===== config.mk =====
export PLATFORM = sky130hd
export DESIGN_NAME = fbpot_divider
export DESIGN_NICKNAME = d
export VERILOG_FILES = /design/src/hw/rtl/fbpot_pkg.sv /design/src/hw/rtl/fbpot_divider.sv
export SDC_FILE = /design/constraint.sdc
export NUM_CORES = 1
export LEC_CHECK = 0
export ABC_AREA = 1
export BUFFER_PORTS_ARGS = -buffer_cell sky130_fd_sc_hd__buf_4
export CAP_MARGIN = 5
export CORE_MARGIN = 2
export CORE_UTILIZATION = 40
export DETAILED_ROUTE_END_ITERATION = 12
export GPL_ROUTABILITY_DRIVEN = 1
export PLACE_DENSITY = 0.66
export SETUP_SLACK_MARGIN = 0.02
export SLEW_MARGIN = 20
export SYNTH_ARGS = -nofsm -noshare
export SYNTH_HDL_FRONTEND = slang
export SYNTH_SLANG_ARGS = --single-unit

===== constraint.sdc =====
create_clock -name clk -period 5.8 [get_ports clk]
set_clock_uncertainty 0.15 [all_clocks]
set_input_delay 0.29 -clock clk [delete_from_list [all_inputs] [get_ports clk]]
set_output_delay 0.29 -clock clk [all_outputs]
set_load 0.005 [all_outputs]

===== src/hw/rtl/fbpot_pkg.sv =====
// Shared widths, codes and reset values for the flash block program-order tracker.
`timescale 1ns / 1ps
`default_nettype none

package fbpot_pkg;

  // Field widths of the command and result beats.
  localparam int ACTION_W  = 2;
  localparam int TARGET_W  = 22;
  localparam int COUNT_W   = 11;
  localparam int STATUS_W  = 3;
  localparam int PLACE_W   = 12;

  // Geometry register widths.
  localparam int PIB_W     = 11;
  localparam int BPP_W     = 13;
  localparam int PID_W     = 5;
  localparam int DIC_W     = 3;
  localparam int TOTAL_W   = 23;
  localparam int PD_W      = PID_W + DIC_W;

  // Configuration port.
  localparam int CFG_IDX_W  = 3;
  localparam int CFG_DATA_W = 23;

  // Shared divider operand widths.
  localparam int DIV_W     = 23;
  localparam int DIVISOR_W = 13;

  // Command codes.
  localparam logic [ACTION_W-1:0] ACT_SEED    = 2'd0;
  localparam logic [ACTION_W-1:0] ACT_PROGRAM = 2'd1;
  localparam logic [ACTION_W-1:0] ACT_READ    = 2'd2;
  localparam logic [ACTION_W-1:0] ACT_ERASE   = 2'd3;

  // Result status codes.
  localparam logic [STATUS_W-1:0] STAT_OK     = 3'd0;
  localparam logic [STATUS_W-1:0] STAT_RANGE  = 3'd1;
  localparam logic [STATUS_W-1:0] STAT_ORDER  = 3'd2;
  localparam logic [STATUS_W-1:0] STAT_ERASED = 3'd3;
  localparam logic [STATUS_W-1:0] STAT_SEED   = 3'd4;

  // Register indexes.
  localparam logic [CFG_IDX_W-1:0] REG_PAGES_IN_BLOCK  = 3'd0;
  localparam logic [CFG_IDX_W-1:0] REG_BLOCKS_IN_PLANE = 3'd1;
  localparam logic [CFG_IDX_W-1:0] REG_PLANES_IN_DIE   = 3'd2;
  localparam logic [CFG_IDX_W-1:0] REG_DIES_IN_CHANNEL = 3'd3;
  localparam logic [CFG_IDX_W-1:0] REG_PAGE_TOTAL      = 3'd4;

  // Register reset values.
  localparam logic [PIB_W-1:0]   RST_PAGES_IN_BLOCK  = 11'd256;
  localparam logic [BPP_W-1:0]   RST_BLOCKS_IN_PLANE = 13'd64;
  localparam logic [PID_W-1:0]   RST_PLANES_IN_DIE   = 5'd4;
  localparam logic [DIC_W-1:0]   RST_DIES_IN_CHANNEL = 3'd1;
  localparam logic [TOTAL_W-1:0] RST_PAGE_TOTAL      = 23'd65536;

endpackage

`default_nettype wire


===== src/hw/rtl/fbpot_divider.sv =====
// Restoring divider that retires one quotient bit per cycle.
`timescale 1ns / 1ps
`default_nettype none

module fbpot_divider (
  input  wire logic                           clk,
  input  wire logic                           rst,
  input  wire logic                           start,
  input  wire logic [fbpot_pkg::DIV_W-1:0]     dividend,
  input  wire logic [fbpot_pkg::DIVISOR_W-1:0] divisor,
  output logic                                done,
  output logic [fbpot_pkg::DIV_W-1:0]          quotient,
  output logic [fbpot_pkg::DIVISOR_W-1:0]      remainder
);
  import fbpot_pkg::*;

  localparam int CNT_W = $clog2(DIV_W);

  logic [DIV_W-1:0]     quot;
  logic [DIVISOR_W-1:0] rem;
  logic [DIVISOR_W-1:0] dvs;
  logic [CNT_W-1:0]     count;
  logic                 busy;
  logic [DIVISOR_W:0]   trial;
  logic [DIVISOR_W:0]   diff;
  logic                 fits;

  // The partial remainder stays below the divisor, so the trial value
  // needs only one extra bit.
  assign trial = {rem, quot[DIV_W-1]};
  assign diff  = trial - {1'b0, dvs};
  assign fits  = trial >= {1'b0, dvs};

  always_ff @(posedge clk) begin
    if (rst) begin
      busy  <= 1'b0;
      done  <= 1'b0;
      count <= '0;
    end else begin
      done <= 1'b0;
      if (start) begin
        busy  <= 1'b1;
        count <= '0;
      end else if (busy) begin
        count <= count + CNT_W'(1);
        if (count == CNT_W'(DIV_W - 1)) begin
          busy <= 1'b0;
          done <= 1'b1;
        end
      end
    end
  end

  always_ff @(posedge clk) begin
    if (start) begin
      quot <= dividend;
      rem  <= '0;
      dvs  <= divisor;
    end else if (busy) begin
      quot <= {quot[DIV_W-2:0], fits};
      rem  <= fits ? diff[DIVISOR_W-1:0] : trial[DIVISOR_W-1:0];
    end
  end

  assign quotient  = quot;
  assign remainder = rem;

endmodule

`default_nettype wire


==> results.sh <==
export IMPL_antenna_found_initial=0
export IMPL_area_growth_pct=28.0
export IMPL_crit_slowest_cell="fa_1"
export IMPL_viasPerCell=4.68
export IMPL_hold_worst_slack_ns=0.0573
export IMPL_grt_setup_unrepaired="false"
export IMPL_total_power_uw=890
export IMPL_clock_sinks=56
export IMPL_final_fill_count=770
export IMPL_clkTransAtPathRegs_ns=0.11
export IMPL_ios=76
export IMPL_async_reset_ff_share_pct=0
export IMPL_r2r_end="quotient[0]"
export IMPL_cts_tree="built"
export IMPL_crit_path_frequent_cell="nand2_1"
export IMPL_fmax_ghz=0.422
export IMPL_finalSetupViolCount=0
export IMPL_cts_buffer_depth=2
export IMPL_worstSetupStartpointType="flop"
export IMPL_cp_end_kind="flop"
export IMPL_p_per_area_nw_per_um2=219
export IMPL_fp_dieH_um=93.2
export IMPL_critical_path_buf_inv_count=2
export IMPL_setup_tns_final_ns=0
export IMPL_fin_crit_sh_pct=40.9
export IMPL_yosysWarnings=0
export IMPL_yosysSeqAreaShare_pct=46.6
export IMPL_min_period_ns=2.37
export IMPL_place_gp_congestion=0.961
export IMPL_drive_above_1_share_pct=20.5
export IMPL_fin_nets=556
export IMPL_h_tree_depth=2
export IMPL_grt_overflow=0
export IMPL_final_cells=604
export IMPL_die_w_um=93.2
export IMPL_fin_util_pct=52.7
export IMPL_critPathKind="flop to flop"
export IMPL_hold_viol=0
export IMPL_ctsHoldBuffers=13
export IMPL_irDropWorstVdd_mv=0.112
export IMPL_ctsRootBufferMaster="clkbuf_8"
export IMPL_worst_path_stages=12
export IMPL_maxCapViolations=0
export IMPL_dp_cells=583
export IMPL_slew_violations=0
export IMPL_r2r_setup_slack_ns=3.43
export IMPL_coreArea_sq_um=7730
export IMPL_initial_core_util_pct=41.2
export IMPL_synth_cell_area_sq_um=3180
export IMPL_pre_cts_ws_ns=3.42
export IMPL_r2r_cells=12
export IMPL_drtIter0Drc=109
export IMPL_status="finished, final reports clean"
export IMPL_static_leakage_power_nw=2.07
export IMPL_ant_nets=0
export IMPL_slowest_delay_ns=0.42
export IMPL_worstHoldPathType="input port to flop"
export IMPL_setup_ws_ns=3.43
export IMPL_num_vias=2829
export IMPL_hpwl_mm=5.38
export IMPL_dieArea_sq_um=8680
export IMPL_n_antenna_cell=0
export IMPL_avgSynthCellArea_sq_um=7.68
export IMPL_synthesis_nets=469
export IMPL_portBuffers=75
export IMPL_grt_pass1_wl_mm=12.1
export IMPL_grt_usage_pct=17.6
export IMPL_netlist_instances=414
export IMPL_slew_headroom_pct=30.5
export IMPL_cp_data_arrival_time_ns=2.31
export IMPL_first_global_vias=2660
export IMPL_rr_startpoint="quotient[22]"
export IMPL_cts_resized_gates=0
export IMPL_worstMarginPinSlew_ns=1.04
export IMPL_ys_flop_type="edfxtp_1"
export IMPL_first_pass_iters=4
export IMPL_path_cells="inv_1, ha_1, inv_1, fa_1, nand2_1, nand2_1, nand3_1, nand2_2, nand2_4, nand3_4, nand2_1, nand2_1"
export IMPL_cp_required_ns=5.74
export IMPL_drcViolationCount=0
export IMPL_worst_path_max_fanout=21
export IMPL_drt_wirelength_per_cell_um=12.2
export IMPL_placed_area_sq_um=3820
export IMPL_path_delay_family="simple AND/OR/NAND/NOR gates"
export IMPL_cts_buffers=5
export IMPL_wirelength_mm=7.34
export IMPL_std_cell_rows=32
export IMPL_post_cts_setup_buffers=0
export IMPL_synth_edf_count=36
export IMPL_synth_cell_type_count=29
export IMPL_worstSetupStartpoint="quotient[22]"
export IMPL_grt_max_degree=42
export IMPL_endpoint="quotient[0]"
export IMPL_clock_latency_ns=0.32
export IMPL_ys_ff_latch=56
export IMPL_final_cell_area_sq_um=4070
[how the worst min path moves through the flow]
stage                from  endpoint  slack [ns]  cells past startpoint
2_1_floorplan  divisor[0]    dvs[0]        0.24                      0
3_3_place_gp     count[4]  count[4]        0.29                      1
3_5_place_dp     count[4]  count[4]        0.30                      1
4_1_cts               rst      busy        0.05                      4
5_1_grt               rst      busy        0.04                      4
6_report              rst      busy        0.06                      4
[final cells by class]
class	count	area, sq um	area share (%)
flip-flops and latches	56	1480	36.4
repair buffers	89	701	17.2
multi-input cells	288	1420	34.8
clock buffers	5	68.8	1.69
well taps	102	128	3.14
clock inverters	3	46.3	1.14
inverters	61	229	5.63
[synthesized netlist by cell type, types with 2 or more instances]
master    number  area [sq um]
edfxtp_1      36          1080
o21bai_1       2          15.0
clkbuf_1       6          22.5
o21ai_0        3          15.0
nor2_1        29           109
dfxtp_1       20           400
inv_1         60           225
o21ai_1        5          25.0
nand3b_1       2          15.0
a21oi_1        5          25.0
ha_1          15           188
nand2_2        4          25.0
xnor2_1        2          17.5
nand3_1       24           120
nor2_2        10          62.6
nand4_1       10          62.6
xor2_1         2          17.5
nor3_1         3          15.0
nor2_4         2          22.5
nand2_1      165           619
[where the power goes]
group | switching, mW | internal (mW) | leakage [nW]
clock | 0.144 | 0.131 | 0.0600
sequential | 0.0153 | 0.455 | 0.525
combinational | 0.0740 | 0.0696 | 1.49
total | 0.233 | 0.656 | 2.07
[per-layer routing]
metal  up-vias  GRT usage (%)  routed length (um)
met2        80           29.2                3420
met3        11           4.75                 524
li1       1469              -                   -
met4         0           5.27                  98
met1      1269           22.3                3300
met5         -              0                   0
[worst reg2reg max path: cells and delay by family, from the launching register on]
kind	cells	cell delay, ns
AND/OR/NAND/NOR	8	0.87
adder cells (fa/ha/maj)	2	0.56
flip-flops	1	0.39
buffers and inverters	2	0.15
[cell families after synthesis]
group / share of synthesized area (%)
adder cells (fa/ha/maj): 6.53
XOR/XNOR: 1.10
buffers and inverters: 8.89
AO/OA/AOI/OAI: 2.95
AND/OR/NAND/NOR: 33.9
flip-flops: 46.6
[flip-flops by register name, indices dropped and copies added, names as in the netlist]
| register | flops |
|---|---|
| remainder | 13 |
| busy | 1 |
| done | 1 |
| dvs | 13 |
| count | 5 |
| quotient | 23 |
[placed cells by master, fill, tap and decap left out]
cell type / synthesis / routed
clkinv_2: 0 / 1
nor2_4: 2 / 2
buf_4: 0 / 76
o21ai_1: 5 / 5
bufinv_16: 0 / 1
nor3_1: 3 / 3
clkbuf_8: 0 / 5
a211oi_1: 1 / 1
nand3_4: 1 / 1
inv_8: 0 / 1
xnor2_1: 2 / 2
nand3_1: 24 / 24
o21bai_1: 2 / 2
xor2_1: 2 / 2
nor2_1: 29 / 29
nand4_1: 10 / 10
edfxtp_1: 36 / 36
ha_1: 15 / 15
dlygate4sd3_1: 0 / 13
fa_1: 1 / 1
nand2_4: 1 / 1
nand2_2: 4 / 4
a21oi_1: 5 / 5
inv_1: 60 / 60
nand3b_1: 2 / 2
a31oi_1: 1 / 1
o21ai_0: 3 / 3
dfxtp_1: 20 / 20
nand2_1: 165 / 165
nor2_2: 10 / 10
inv_2: 1 / 1
Power figures use the tool's default switching activity.
